$ cat config.mk
export PLATFORM = sky130hd
export DESIGN_NAME = envelope_pulse_width_capture_flat
export DESIGN_NICKNAME = d
export VERILOG_FILES = /design/src/sv/envpw_pkg.sv /design/src/sv/envpw_req_if.sv /design/src/sv/envpw_res_if.sv /design/src/sv/envelope_pulse_width_capture.sv /design/src/sv/envpw_ram.sv /design/src/flat_wrapper.sv
export SDC_FILE = /design/constraint.sdc
export NUM_CORES = 1
export LEC_CHECK = 0
export BUFFER_PORTS_ARGS = -buffer_cell sky130_fd_sc_hd__buf_2
export CORE_AREA = 3 3 273 275
export DETAILED_ROUTE_END_ITERATION = 12
export DIE_AREA = 0 0 276 278
export PLACE_DENSITY_LB_ADDON = 0.15
export SLEW_MARGIN = 10
export SYNTH_ARGS = -nofsm -noshare
export SYNTH_HDL_FRONTEND = slang
export SYNTH_SLANG_ARGS = --single-unit
$ cat constraint.sdc
create_clock -name clk_i -period 18.6 [get_ports clk_i]
set_clock_uncertainty 0.2 [all_clocks]
set_input_delay 2.79 -clock clk_i [delete_from_list [all_inputs] [get_ports clk_i]]
set_output_delay 2.79 -clock clk_i [all_outputs]
set_load 0.05 [all_outputs]
$ cat src/sv/envpw_pkg.sv
package envpw_pkg;

  // Field widths of the request and result items.
  localparam int unsigned ModeW   = 2;
  localparam int unsigned SampleW = 10;
  localparam int unsigned IdxW    = 6;
  localparam int unsigned StatusW = 2;
  localparam int unsigned TickW   = 8;

  // Running average and configuration widths.
  localparam int unsigned AvgW     = 16;
  localparam int unsigned AvgShift = 6;
  localparam int unsigned OffsetW  = 10;
  localparam int unsigned QuietW   = 8;
  localparam int unsigned CfgDataW = 10;
  localparam int unsigned CfgIdxW  = 1;

  // Reset values of the configuration registers.
  localparam logic [OffsetW-1:0] DefThreshold = 10'd50;
  localparam logic [QuietW-1:0]  DefQuiet     = 8'hE0;

  // Default depth of the pulse store.
  localparam int unsigned DefBufDepth = 64;

  // Request kinds.
  typedef enum logic [ModeW-1:0] {
    MODE_SAMPLE  = 2'd0,
    MODE_TICK    = 2'd1,
    MODE_RELEASE = 2'd2,
    MODE_READ    = 2'd3
  } mode_e;

  // Reception status codes.
  typedef enum logic [StatusW-1:0] {
    RX_IDLE      = 2'd0,
    RX_RECEIVING = 2'd1,
    RX_FULL      = 2'd2
  } rx_e;

  // Configuration register indexes.
  typedef enum logic [CfgIdxW-1:0] {
    CFG_THRESHOLD = 1'b0,
    CFG_QUIET     = 1'b1
  } cfg_reg_e;

endpackage

$ cat src/sv/envpw_req_if.sv
interface envpw_req_if import envpw_pkg::*; ();
  logic               valid;
  logic               ready;
  logic [ModeW-1:0]   mode;
  logic [SampleW-1:0] sample;
  logic [IdxW-1:0]    index;

  modport source (output valid, output mode, output sample, output index, input ready);
  modport sink (input valid, input mode, input sample, input index, output ready);
endinterface

$ cat src/sv/envpw_res_if.sv
interface envpw_res_if import envpw_pkg::*; ();
  logic               valid;
  logic               ready;
  logic               carrier;
  logic [StatusW-1:0] rx_status;
  logic [IdxW-1:0]    pulse_count;
  logic [TickW-1:0]   read_data;

  modport source (output valid, output carrier, output rx_status, output pulse_count,
                  output read_data, input ready);
  modport sink (input valid, input carrier, input rx_status, input pulse_count,
                input read_data, output ready);
endinterface

$ cat src/sv/envelope_pulse_width_capture.sv
// Envelope detector with pulse-width capture. Each request is a converter sample, a timer
// tick, a release of the pulse store or a read of one stored entry, and each request gives
// exactly one result carrying the carrier level, the reception status, the write index and,
// for a read, the stored tick count (zero for an index beyond the store). One request is
// taken every clock cycle unless the result side stalls; a request's result is held first
// in stage one, beside the registered read port of the pulse store RAM, and then in the
// output register. A stall on the result side is absorbed by one extra stage, so one
// further request is taken while a result waits. The pulse store is not cleared at reset:
// reading an entry never written since reset returns an arbitrary value. Configuration
// writes take effect at the next edge and should be made while no request is in flight.
module envelope_pulse_width_capture import envpw_pkg::*; #(
  parameter int unsigned BUF_DEPTH = DefBufDepth
) (
  input  logic                clk_i,
  input  logic                rst_ni,
  input  logic                cfg_we_i,
  input  logic [CfgIdxW-1:0]  cfg_index_i,
  input  logic [CfgDataW-1:0] cfg_data_i,
  envpw_req_if.sink           req_i,
  envpw_res_if.source         res_o
);

  localparam int unsigned AW = $clog2(BUF_DEPTH);
  localparam logic [AW-1:0] WiLast = AW'(BUF_DEPTH - 1);

  typedef struct packed {
    logic               carrier;
    logic [StatusW-1:0] rx_status;
    logic [IdxW-1:0]    pulse_count;
    logic               is_read;
  } stage_t;

  // Configuration registers.
  logic [OffsetW-1:0] offset_q;
  logic [QuietW-1:0]  quiet_q;

  // Scalar state.
  logic [AvgW-1:0]  avg_q, avg_d;
  logic [TickW-1:0] ticks_q, ticks_d;
  logic             prev_q, prev_d;
  logic             ign_q, ign_d;
  rx_e              rx_q, rx_d;
  logic [AW-1:0]    wi_q, wi_d;

  // Pipeline.
  logic             s1_valid_q, s1_valid_d;
  stage_t           s1_q, s1_d;
  logic             out_valid_q, out_valid_d;
  stage_t           out_q;
  logic [TickW-1:0] out_data_q;

  logic             acc, move1;
  logic [AvgW-1:0]  avg_dec, avg_new;
  logic [SampleW:0] thr;
  logic             level, quiet_gap, ign_clr;
  logic             ram_we, ram_re;
  logic [TickW-1:0] ram_rdata;
  logic [AW+IdxW-1:0] idx_ext, wi_ext;
  logic             in_range;

  // Handshake: stage one moves on when the output register is free or being emptied.
  assign move1       = s1_valid_q && (!out_valid_q || res_o.ready);
  assign req_i.ready = !s1_valid_q || move1;
  assign acc         = req_i.valid && req_i.ready;

  // Running average and carrier decision.
  assign avg_dec   = avg_q - (avg_q >> AvgShift);
  assign avg_new   = avg_dec + AvgW'(req_i.sample);
  assign thr       = {1'b0, avg_new[AvgW-1:AvgShift]} + {1'b0, offset_q};
  assign level     = {1'b0, req_i.sample} > thr;
  assign quiet_gap = ticks_q > quiet_q;
  assign ign_clr   = quiet_gap ? 1'b0 : ign_q;

  // Read address and range check from the six-bit index.
  assign idx_ext  = {{AW{1'b0}}, req_i.index};
  assign in_range = idx_ext < (AW + IdxW)'(BUF_DEPTH);
  assign wi_ext   = {{IdxW{1'b0}}, wi_q};

  // Next state of the receiver for the request being taken.
  always_comb begin
    avg_d   = avg_q;
    ticks_d = ticks_q;
    prev_d  = prev_q;
    ign_d   = ign_q;
    rx_d    = rx_q;
    wi_d    = wi_q;
    ram_we  = 1'b0;
    ram_re  = 1'b0;
    if (acc) begin
      unique case (mode_e'(req_i.mode))
        MODE_SAMPLE: begin
          avg_d  = avg_new;
          ign_d  = ign_clr;
          prev_d = level;
          unique case (rx_q)
            RX_IDLE: begin
              if (level && !ign_clr) begin
                ticks_d = '0;
                wi_d    = '0;
                rx_d    = RX_RECEIVING;
              end
            end
            RX_FULL: begin
              if (level) begin
                ticks_d = '0;
                ign_d   = 1'b1;
              end
            end
            RX_RECEIVING: begin
              if (level != prev_q) begin
                ram_we  = 1'b1;
                ticks_d = '0;
                if (wi_q != WiLast) begin
                  wi_d = wi_q + 1'b1;
                end
              end else if (quiet_gap) begin
                rx_d = RX_FULL;
              end
            end
            default: begin
              rx_d = rx_q;
            end
          endcase
        end
        MODE_TICK: begin
          ticks_d = ticks_q + 1'b1;
        end
        MODE_RELEASE: begin
          rx_d = RX_IDLE;
        end
        MODE_READ: begin
          ram_re = 1'b1;
        end
        default: begin
          rx_d = rx_q;
        end
      endcase
    end
  end

  // Pulse store.
  envpw_ram #(
    .Width (TickW),
    .Depth (BUF_DEPTH)
  ) u_store (
    .clk_i   (clk_i),
    .we_i    (ram_we),
    .waddr_i (wi_q),
    .wdata_i (ticks_q),
    .re_i    (ram_re),
    .raddr_i (idx_ext[AW-1:0]),
    .rdata_o (ram_rdata)
  );

  // Stage one contents for the request being taken.
  always_comb begin
    s1_d.carrier     = prev_d;
    s1_d.rx_status   = rx_d;
    s1_d.pulse_count = IdxW'(wi_d);
    s1_d.is_read     = (mode_e'(req_i.mode) == MODE_READ) && in_range;
  end

  assign s1_valid_d  = acc ? 1'b1 : (move1 ? 1'b0 : s1_valid_q);
  assign out_valid_d = move1 ? 1'b1 : (res_o.ready ? 1'b0 : out_valid_q);

  // Control state and configuration.
  always_ff @(posedge clk_i or negedge rst_ni) begin
    if (!rst_ni) begin
      offset_q    <= DefThreshold;
      quiet_q     <= DefQuiet;
      avg_q       <= '0;
      ticks_q     <= '0;
      prev_q      <= 1'b0;
      ign_q       <= 1'b0;
      rx_q        <= RX_IDLE;
      wi_q        <= '0;
      s1_valid_q  <= 1'b0;
      out_valid_q <= 1'b0;
    end else begin
      if (cfg_we_i) begin
        if (cfg_reg_e'(cfg_index_i) == CFG_THRESHOLD) begin
          offset_q <= cfg_data_i[OffsetW-1:0];
        end else begin
          quiet_q <= cfg_data_i[QuietW-1:0];
        end
      end
      avg_q       <= avg_d;
      ticks_q     <= ticks_d;
      prev_q      <= prev_d;
      ign_q       <= ign_d;
      rx_q        <= rx_d;
      wi_q        <= wi_d;
      s1_valid_q  <= s1_valid_d;
      out_valid_q <= out_valid_d;
    end
  end

  // Payload registers of both stages.
  always_ff @(posedge clk_i) begin
    if (acc) begin
      s1_q <= s1_d;
    end
    if (move1) begin
      out_q      <= s1_q;
      out_data_q <= s1_q.is_read ? ram_rdata : '0;
    end
  end

  assign res_o.valid       = out_valid_q;
  assign res_o.carrier     = out_q.carrier;
  assign res_o.rx_status   = out_q.rx_status;
  assign res_o.pulse_count = out_q.pulse_count;
  assign res_o.read_data   = out_data_q;

  // The write index never runs past the last entry of the store.
  a_wi_bound: assert property (@(posedge clk_i) disable iff (!rst_ni)
    wi_ext <= (AW + IdxW)'(BUF_DEPTH - 1))
    else $error("write index beyond the last store entry");

  // The store is written only while receiving.
  a_we_rx: assert property (@(posedge clk_i) disable iff (!rst_ni)
    ram_we |-> (rx_q == RX_RECEIVING))
    else $error("store written outside reception");

  // A full pipeline with a stalled result takes no further request.
  a_backpressure: assert property (@(posedge clk_i) disable iff (!rst_ni)
    (s1_valid_q && out_valid_q && !res_o.ready) |-> !req_i.ready)
    else $error("request taken while both stages are held");

  // A release always leaves the receiver idle.
  a_release: assert property (@(posedge clk_i) disable iff (!rst_ni)
    (acc && (mode_e'(req_i.mode) == MODE_RELEASE)) |=> (rx_q == RX_IDLE))
    else $error("release did not return the receiver to idle");

  // The ignore flag is raised only by carrier while the store is full.
  a_ignore: assert property (@(posedge clk_i) disable iff (!rst_ni)
    $rose(ign_q) |-> ($past(rx_q) == RX_FULL))
    else $error("ignore flag raised outside the full state");

endmodule

$ cat src/sv/envpw_ram.sv
module envpw_ram #(
  parameter int unsigned Width = 8,
  parameter int unsigned Depth = 64
) (
  input  logic                     clk_i,
  input  logic                     we_i,
  input  logic [$clog2(Depth)-1:0] waddr_i,
  input  logic [Width-1:0]         wdata_i,
  input  logic                     re_i,
  input  logic [$clog2(Depth)-1:0] raddr_i,
  output logic [Width-1:0]         rdata_o
);

  logic [Width-1:0] mem_q [Depth];
  logic [Width-1:0] rdata_q;

  // Write port and registered read port; the read data holds between reads.
  always_ff @(posedge clk_i) begin
    if (we_i) begin
      mem_q[waddr_i] <= wdata_i;
    end
    if (re_i) begin
      rdata_q <= mem_q[raddr_i];
    end
  end

  assign rdata_o = rdata_q;

endmodule
$ cat src/flat_wrapper.sv
// flat-port wrapper written by rule: the top's interface ports become plain ports
module envelope_pulse_width_capture_flat import envpw_pkg::*;
#(
  parameter int unsigned BUF_DEPTH = DefBufDepth
)
  (clk_i, rst_ni, cfg_we_i, cfg_index_i, cfg_data_i, req_i_valid, req_i_mode, req_i_sample, req_i_index, req_i_ready, res_o_valid, res_o_carrier, res_o_rx_status, res_o_pulse_count, res_o_read_data, res_o_ready);
  envpw_req_if req_i_i ();
  envpw_res_if res_o_i ();
  input  logic clk_i;
  input  logic rst_ni;
  input  logic cfg_we_i;
  input  logic [CfgIdxW-1:0] cfg_index_i;
  input  logic [CfgDataW-1:0] cfg_data_i;
  input wire logic [$bits(req_i_i.valid)-1:0] req_i_valid;
  input wire logic [$bits(req_i_i.mode)-1:0] req_i_mode;
  input wire logic [$bits(req_i_i.sample)-1:0] req_i_sample;
  input wire logic [$bits(req_i_i.index)-1:0] req_i_index;
  output wire logic [$bits(req_i_i.ready)-1:0] req_i_ready;
  output wire logic [$bits(res_o_i.valid)-1:0] res_o_valid;
  output wire logic [$bits(res_o_i.carrier)-1:0] res_o_carrier;
  output wire logic [$bits(res_o_i.rx_status)-1:0] res_o_rx_status;
  output wire logic [$bits(res_o_i.pulse_count)-1:0] res_o_pulse_count;
  output wire logic [$bits(res_o_i.read_data)-1:0] res_o_read_data;
  input wire logic [$bits(res_o_i.ready)-1:0] res_o_ready;
  assign req_i_i.valid = req_i_valid;
  assign req_i_i.mode = req_i_mode;
  assign req_i_i.sample = req_i_sample;
  assign req_i_i.index = req_i_index;
  assign req_i_ready = req_i_i.ready;
  assign res_o_valid = res_o_i.valid;
  assign res_o_carrier = res_o_i.carrier;
  assign res_o_rx_status = res_o_i.rx_status;
  assign res_o_pulse_count = res_o_i.pulse_count;
  assign res_o_read_data = res_o_i.read_data;
  assign res_o_i.ready = res_o_ready;
  envelope_pulse_width_capture #(.BUF_DEPTH(BUF_DEPTH)) u_core (.clk_i(clk_i), .rst_ni(rst_ni), .cfg_we_i(cfg_we_i), .cfg_index_i(cfg_index_i), .cfg_data_i(cfg_data_i), .req_i(req_i_i), .res_o(res_o_i));
endmodule
==> Yosys cells after proc, flatten, opt, wreduce, memory -nomap -nowiden <==
Memories as Yosys holds them, arrays and structs flattened. A register that Yosys moved wholly into a read port is not among the register bits.
Index checks and enable logic that the tools add are counted.
{ "word_totals": {"out_inout_bits": 19, "word_cells": 91, "ff_bits": 81, "mem_count": 1, "ram_bits": 512} }
{ "op_classes": {"mux": 34, "n_eq_ne": 11, "order_cmp": 3, "addsub": 5, "n_bitwise": 1, "reduce_logical": 18} }
{ "memory_table": {"columns": ["memory", "words", "word_bits", "rd", "rd_clocked_by_memory_dff", "write_ports", "line_no", "text"], "rows": [
  ["u_core.u_store.mem_q", 64, 8, 1, 1, 1, "envpw_ram.sv:14", "logic [Width-1:0] mem_q [Depth];"]
]} }
{ "ops": {"columns": ["cell", "n"], "rows": [
  ["$mux W6", 5],
  ["$mux W8", 3],
  ["$pmux W8 S3", 1],
  ["$mux W1", 17],
  ["$add A16 B10 Y16", 1],
  ["$pmux W8 S2", 1],
  ["$sub A16 B10 Y16", 1],
  ["$pmux W6 S2", 1],
  ["$add A10 B10 Y11", 1],
  ["$gt A10 B11 Y1", 1],
  ["$ne A3 B2 Y1 const B", 3],
  ["$add A8 B1 Y8 const B", 1],
  ["$gt A8 B8 Y1", 1],
  ["$mux W2", 4],
  ["$pmux W2 S2", 2],
  ["$lt A6 B7 Y1 const B", 1],
  ["$add A6 B1 Y6 const B", 1],
  ["$eq A2 B2 Y1 const B", 3],
  ["$ne A6 B6 Y1 const B", 1],
  ["$reduce_and A2 Y1", 3],
  ["$reduce_and A6 Y1", 1],
  ["$reduce_bool A2 Y1", 3],
  ["$eq A2 B1 Y1 const B", 2],
  ["$logic_and A1 B1 Y1", 4],
  ["6 further kinds", 10]
]} }

==> Longest topological paths before layout <==
{ "depth": {"depth_word": 11, "depth_mapped": 28, "depth_no_buf": 27} }

==> By module <==
Synthesis repeated with hierarchy kept, for this count alone.
{ "unflattened": {"cells_unflattened": 1427, "hier_area_um2": 25251.7} }
{ "by_module_without_submodules": {"columns": ["module", "area_each_um2", "seq_area_each_um2", "instances", "cells_each"], "rows": [
  ["envpw_ram", 20246.9, 15615.0, 1, 940],
  ["envelope_pulse_width_capture", 5004.8, 2169.6, 1, 487]
]} }

==> Least setup slack after synthesis <==
No wires, ideal clock.
{ "synth_path": {"kind": "input to register", "from": "input port req_i_sample[1]", "to": "memory u_core.u_store.mem_q[10][0], enable pin", "path_slack_ns": 9.455, "setup_ns": 0.395, "path_buffers": 1, "required_ns": 18.005, "stages": 26, "arrival_time_ns": 8.550, "path_cell_list": "inv_1 fa_1 inv_1 ha_1 a211oi_1 o21ai_0 a41oi_1 o2bb2ai_1 o2111ai_1 a21oi_1 xnor2_1 xnor2_1 ha_1 inv_1 nor4_1 a31oi_1 nand2_1 a211oi_1 ha_1 nor2b_1 or4_4 o21a_4 a21boi_2 o21ai_2 clkbuf_1 nor4_1"} }
{ "synth_via": {"elab_chain_cells": 10} }
{ "synth_rtl": {"columns": ["element", "line_no", "text"], "rows": [
  ["start: declaration", "flat_wrapper.sv:16", "input wire logic [$bits(req_i_i.sample)-1:0] req_i_sample;"],
  ["$add A16 B10 Y16", "envelope_pulse_width_capture.sv:68", "assign avg_new = avg_dec + AvgW'(req_i.sample);"],
  ["net u_core.avg_new[15]", "envelope_pulse_width_capture.sv:53", "logic [AvgW-1:0] avg_dec, avg_new;"],
  ["$add A10 B10 Y11", "envelope_pulse_width_capture.sv:69", "assign thr = {1'b0, avg_new[AvgW-1:AvgShift]} + {1'b0, offset_q};"],
  ["$gt A10 B11 Y1", "envelope_pulse_width_capture.sv:70", "assign level = {1'b0, req_i.sample} > thr;"],
  ["$ne A1 B1 Y1", "envelope_pulse_width_capture.sv:110", "if (level != prev_q) begin"],
  ["$mux W1", "envelope_pulse_width_capture.sv:110", null],
  ["$mux W1", "envelope_pulse_width_capture.sv:95", "unique case (rx_q)"],
  ["$mux W1", "envelope_pulse_width_capture.sv:90", "unique case (mode_e'(req_i.mode))"],
  ["$mux W1", "envelope_pulse_width_capture.sv:89", "if (acc) begin"],
  ["$mux W1", "envpw_ram.sv:19", "if (we_i) begin"],
  ["$mux W1 (implied by the code)", "envpw_ram.sv:20", "mem_q[waddr_i] <= wdata_i;"],
  ["end: declaration", "envpw_ram.sv:14", null]
]} }
The timed path passes the listed nets, and every way through them passes these cells.

==> Worst setup path after layout <==
{ "layout_path": {"from": "input port req_i_sample[1]", "to": "memory u_core.u_store.mem_q[7][5], enable pin"} }
Same word-level chain as after synthesis.

==> impl_metrics.toml <==
[outcome]
status = "completed"

[floorplanning]
std_cell_rows = 99
initial_utilization_pct = 34.84
die_y_um = 278
dieArea_mm2 = 0.07673
core_area_mm2 = 0.07259
die_x_um = 276
io_pins = 53

[cts]
clk_latency_ns = 0.59
cts_buffers = 67
cts_buffer_depth = 3
cts_tree = "built"
clk_pin_slew_ns = 0.06
hold_buffers = 0
cts.repair.resized = 0
cts-root-buf = "clkbuf_16"
h-tree-depth = 3
clkSinkCount = 601
post-cts-setup-buffers = 0

[grt]
grt_pass1_vias = 13300
grt_first_pass_wirelength_um = 91400
grt_usage_pct = 16.01
grt_overflow = 0
grt_max_degree = 72
grt_antenna_before_repair = 2

[synthesis]
synth_area_leaders = "edfxtp_1, mux4_2, dfrtp_1, ha_1, nor4_1"
synth_edf_count = 547
yosysSeqAreaShare_pct = 70.32
syn_area_mm2 = 0.02529
synthFlopType = "edfxtp_1"
synth_cells = 1340
synth-seq-cells = 601
yosysWarnings = 0
post_synth.cell_area_avg_um2 = 18.87
synth_nets = 1431
ys_types = 67
synth_top_area_cell = "edfxtp_1"
synth.top_cell.area_share_pct = 64.95
async_flop_share_pct = 8.985

[min_path]
hold_path_class = "register to register"

[timing]
finalCritPeriodShare_pct = 53.28
rsz0062_at_grt = "false"
fin_crit_ns = 9.910
worst_pin_slew_ns = 1.272
slew_violations = 0
timing.fmax_mhz = 100.9
hold_viol = 0
setup_viol = 0
max-slew-margin-rel_pct = 15.22
fin_ws_ns = 8.690
fin_tns_setup_ns = 0

[critical_path]
worst_ep_required_time_ns = 18.61
startpoint_type = "primary input"
crit_type = "primary input to register"
crit_fanout = 57
arrival_ns = 9.92
end_kind = "register"

[placed_design]
io_buffer_count = 52
place.gp.congestion = 0.7815
dp_hpwl_um = 38100
pre_cts_ws_ns = 8.116

[layout]
fin_nets = 1536
fill_cells = 6604
syn_to_final_growth_pct = 15.10
drive_gt1_share_pct = 28.99
diodes = 0

[power_and_ir_drop]
p_per_area_mw_per_mm2 = 159.5
p_leak_nw = 9.655
worst_ir_drop_vdd_mv = 0.2729

[run]
drv_cap = 0

[routing]
drtIter0Drc = 973
num_vias = 12840
drc_errors = 0
antenna_left = 0
wl_per_cell_um = 25.03
drt-total-wl_um = 61290
detail_route.first_pass.iterations = 5
viasPerCell = 5.244
==> routing by layer <==
layer / wire length (um) / GRT usage (%) / share of wire [%]
met5: 0 / 0 / 0
met4: 1213 / 4.672 / 2.0
met3: 2695 / 2.785 / 4.4
met2: 30100 / 26.22 / 49
met1: 27280 / 22.10 / 45
==> final timing paths <==
check,endpoint,from,cells after the start,slack (ns)
worst max-delay path,u_core.u_store.mem_q[7][5],req_i_sample[1],28,8.69
worst min-delay path,u_core.res_o.pulse_count[1],u_core.s1_q[2],0,0.22
worst max register to register,u_core.u_store.mem_q[7][5],u_core.avg_q[7],26,10.68
worst min register to register,u_core.res_o.pulse_count[1],u_core.s1_q[2],0,0.22
max in group asynchronous,u_core.wi_q[0],rst_ni,2,15.49
min in group asynchronous,u_core.avg_q[4],rst_ni,2,2.15
==> kinds of logic after synthesis <==
logic type / Yosys count / synth area share (%)
xor+xnor: 23 / 0.7965
compound gates: 126 / 3.270
simple gates: 206 / 4.438
mux: 187 / 15.80
buf+inv: 140 / 2.226
flops: 601 / 70.32
fa+ha+maj: 57 / 3.146
==> worst max-delay path, stage by stage <==
cell and delay, ns:
buf_2 0.10, inv_1 0.05, fa_1 0.52, inv_1 0.06, ha_1 0.29, a211oi_1 0.29, o21ai_0 0.20, a41oi_1 0.36
o2bb2ai_1 0.26, o2111ai_1 0.20, a21oi_1 0.21, xnor2_1 0.15, xnor2_1 0.14, ha_1 0.30, inv_1 0.15, nor4_1 0.08
a31oi_1 0.13, nand2_1 0.07, a211oi_1 0.25, ha_1 0.30, nor2b_1 0.14, or4_4 0.49, o21a_4 0.23, a21boi_2 0.26
o21ai_4 0.13, buf_4 0.41, or2_1 0.61, nor2_1 0.73
==> flip-flops by register name (all words and copies together), names as in the netlist, 2 cells and up <==
signal / count
u_core.quiet_q: 8
u_core.u_store.rdata_o: 8
u_core.u_store.mem_q: 512
u_core.res_o.read_data: 8
u_core.offset_q: 10
u_core.s1_q: 10
u_core.res_o.rx_status: 2
u_core.ticks_q: 8
u_core.res_o.pulse_count: 6
u_core.avg_q: 16
u_core.wi_q: 6
u_core.rx_q: 2
==> cell usage after synthesis (7+ instances only) <==
cell type,instances
buf_1,11
nor4_1,58
fa_1,11
and2_1,10
edfxtp_1,547
nand3_1,13
clkbuf_1,33
dfrtp_1,48
nor2_1,18
ha_1,46
xnor2_1,14
inv_1,76
xor2_1,9
mux2_2,18
a21oi_1,29
mux4_2,168
o21ai_0,37
nand2_1,52
nor3_1,13
a31oi_1,7
buf_2,15
==> power by group <==
part | switching [mW] | total (mW) | internal [mW]
combinational | 1.08 | 1.73 | 0.652
clock | 0.513 | 1.23 | 0.718
sequential | 0.0547 | 1.68 | 1.63
==> metrics by stage <==
| stage | std cells | util, % | power, mW | cell area (um2) | hold slack [ns] |
|---|---|---|---|---|---|
| floorplan | 1340 | - | 2.942 | 25290 | 0.2003 |
| global placement | 2335 | 37.30 | 3.449 | 27080 | 0.2047 |
| detailed placement | 2335 | 37.30 | 3.445 | 27080 | 0.2056 |
| CTS | 2449 | 40.08 | 4.701 | 29090 | 0.2138 |
| global route | 2449 | 40.10 | 4.967 | 29110 | 0.2237 |
| finish | 2449 | 40.10 | 4.644 | 29110 | 0.2227 |
==> layout make-up <==
class | instances | area, um2 | area share [%]
sequential | 601 | 17800 | 61.13
tap | 959 | 1200 | 4.122
clock inverter | 25 | 182.7 | 0.6275
multi-input combinational | 599 | 7186 | 24.68
inverter | 77 | 289.0 | 0.9929
timing repair buffer | 99 | 624.3 | 2.145
clock buffer | 89 | 1833 | 6.297
==> cells in the final DEF (no fill, tap or decap), drive strengths merged, types with 7 or more instances in the layout <==
master,n
a21oi,30
a31oi,7
and2,10
buf,98
clkbuf,90
clkinv,21
dfrtp,48
edfxtp,547
fa,11
ha,46
inv,77
mux2,18
mux4,168
nand2,52
nand3,13
nor2,18
nor2b,7
nor3,13
nor4,58
o21ai,39
o31ai,7
xnor2,14
xor2,9
Note: power is estimated with default switching activity, not from simulation.
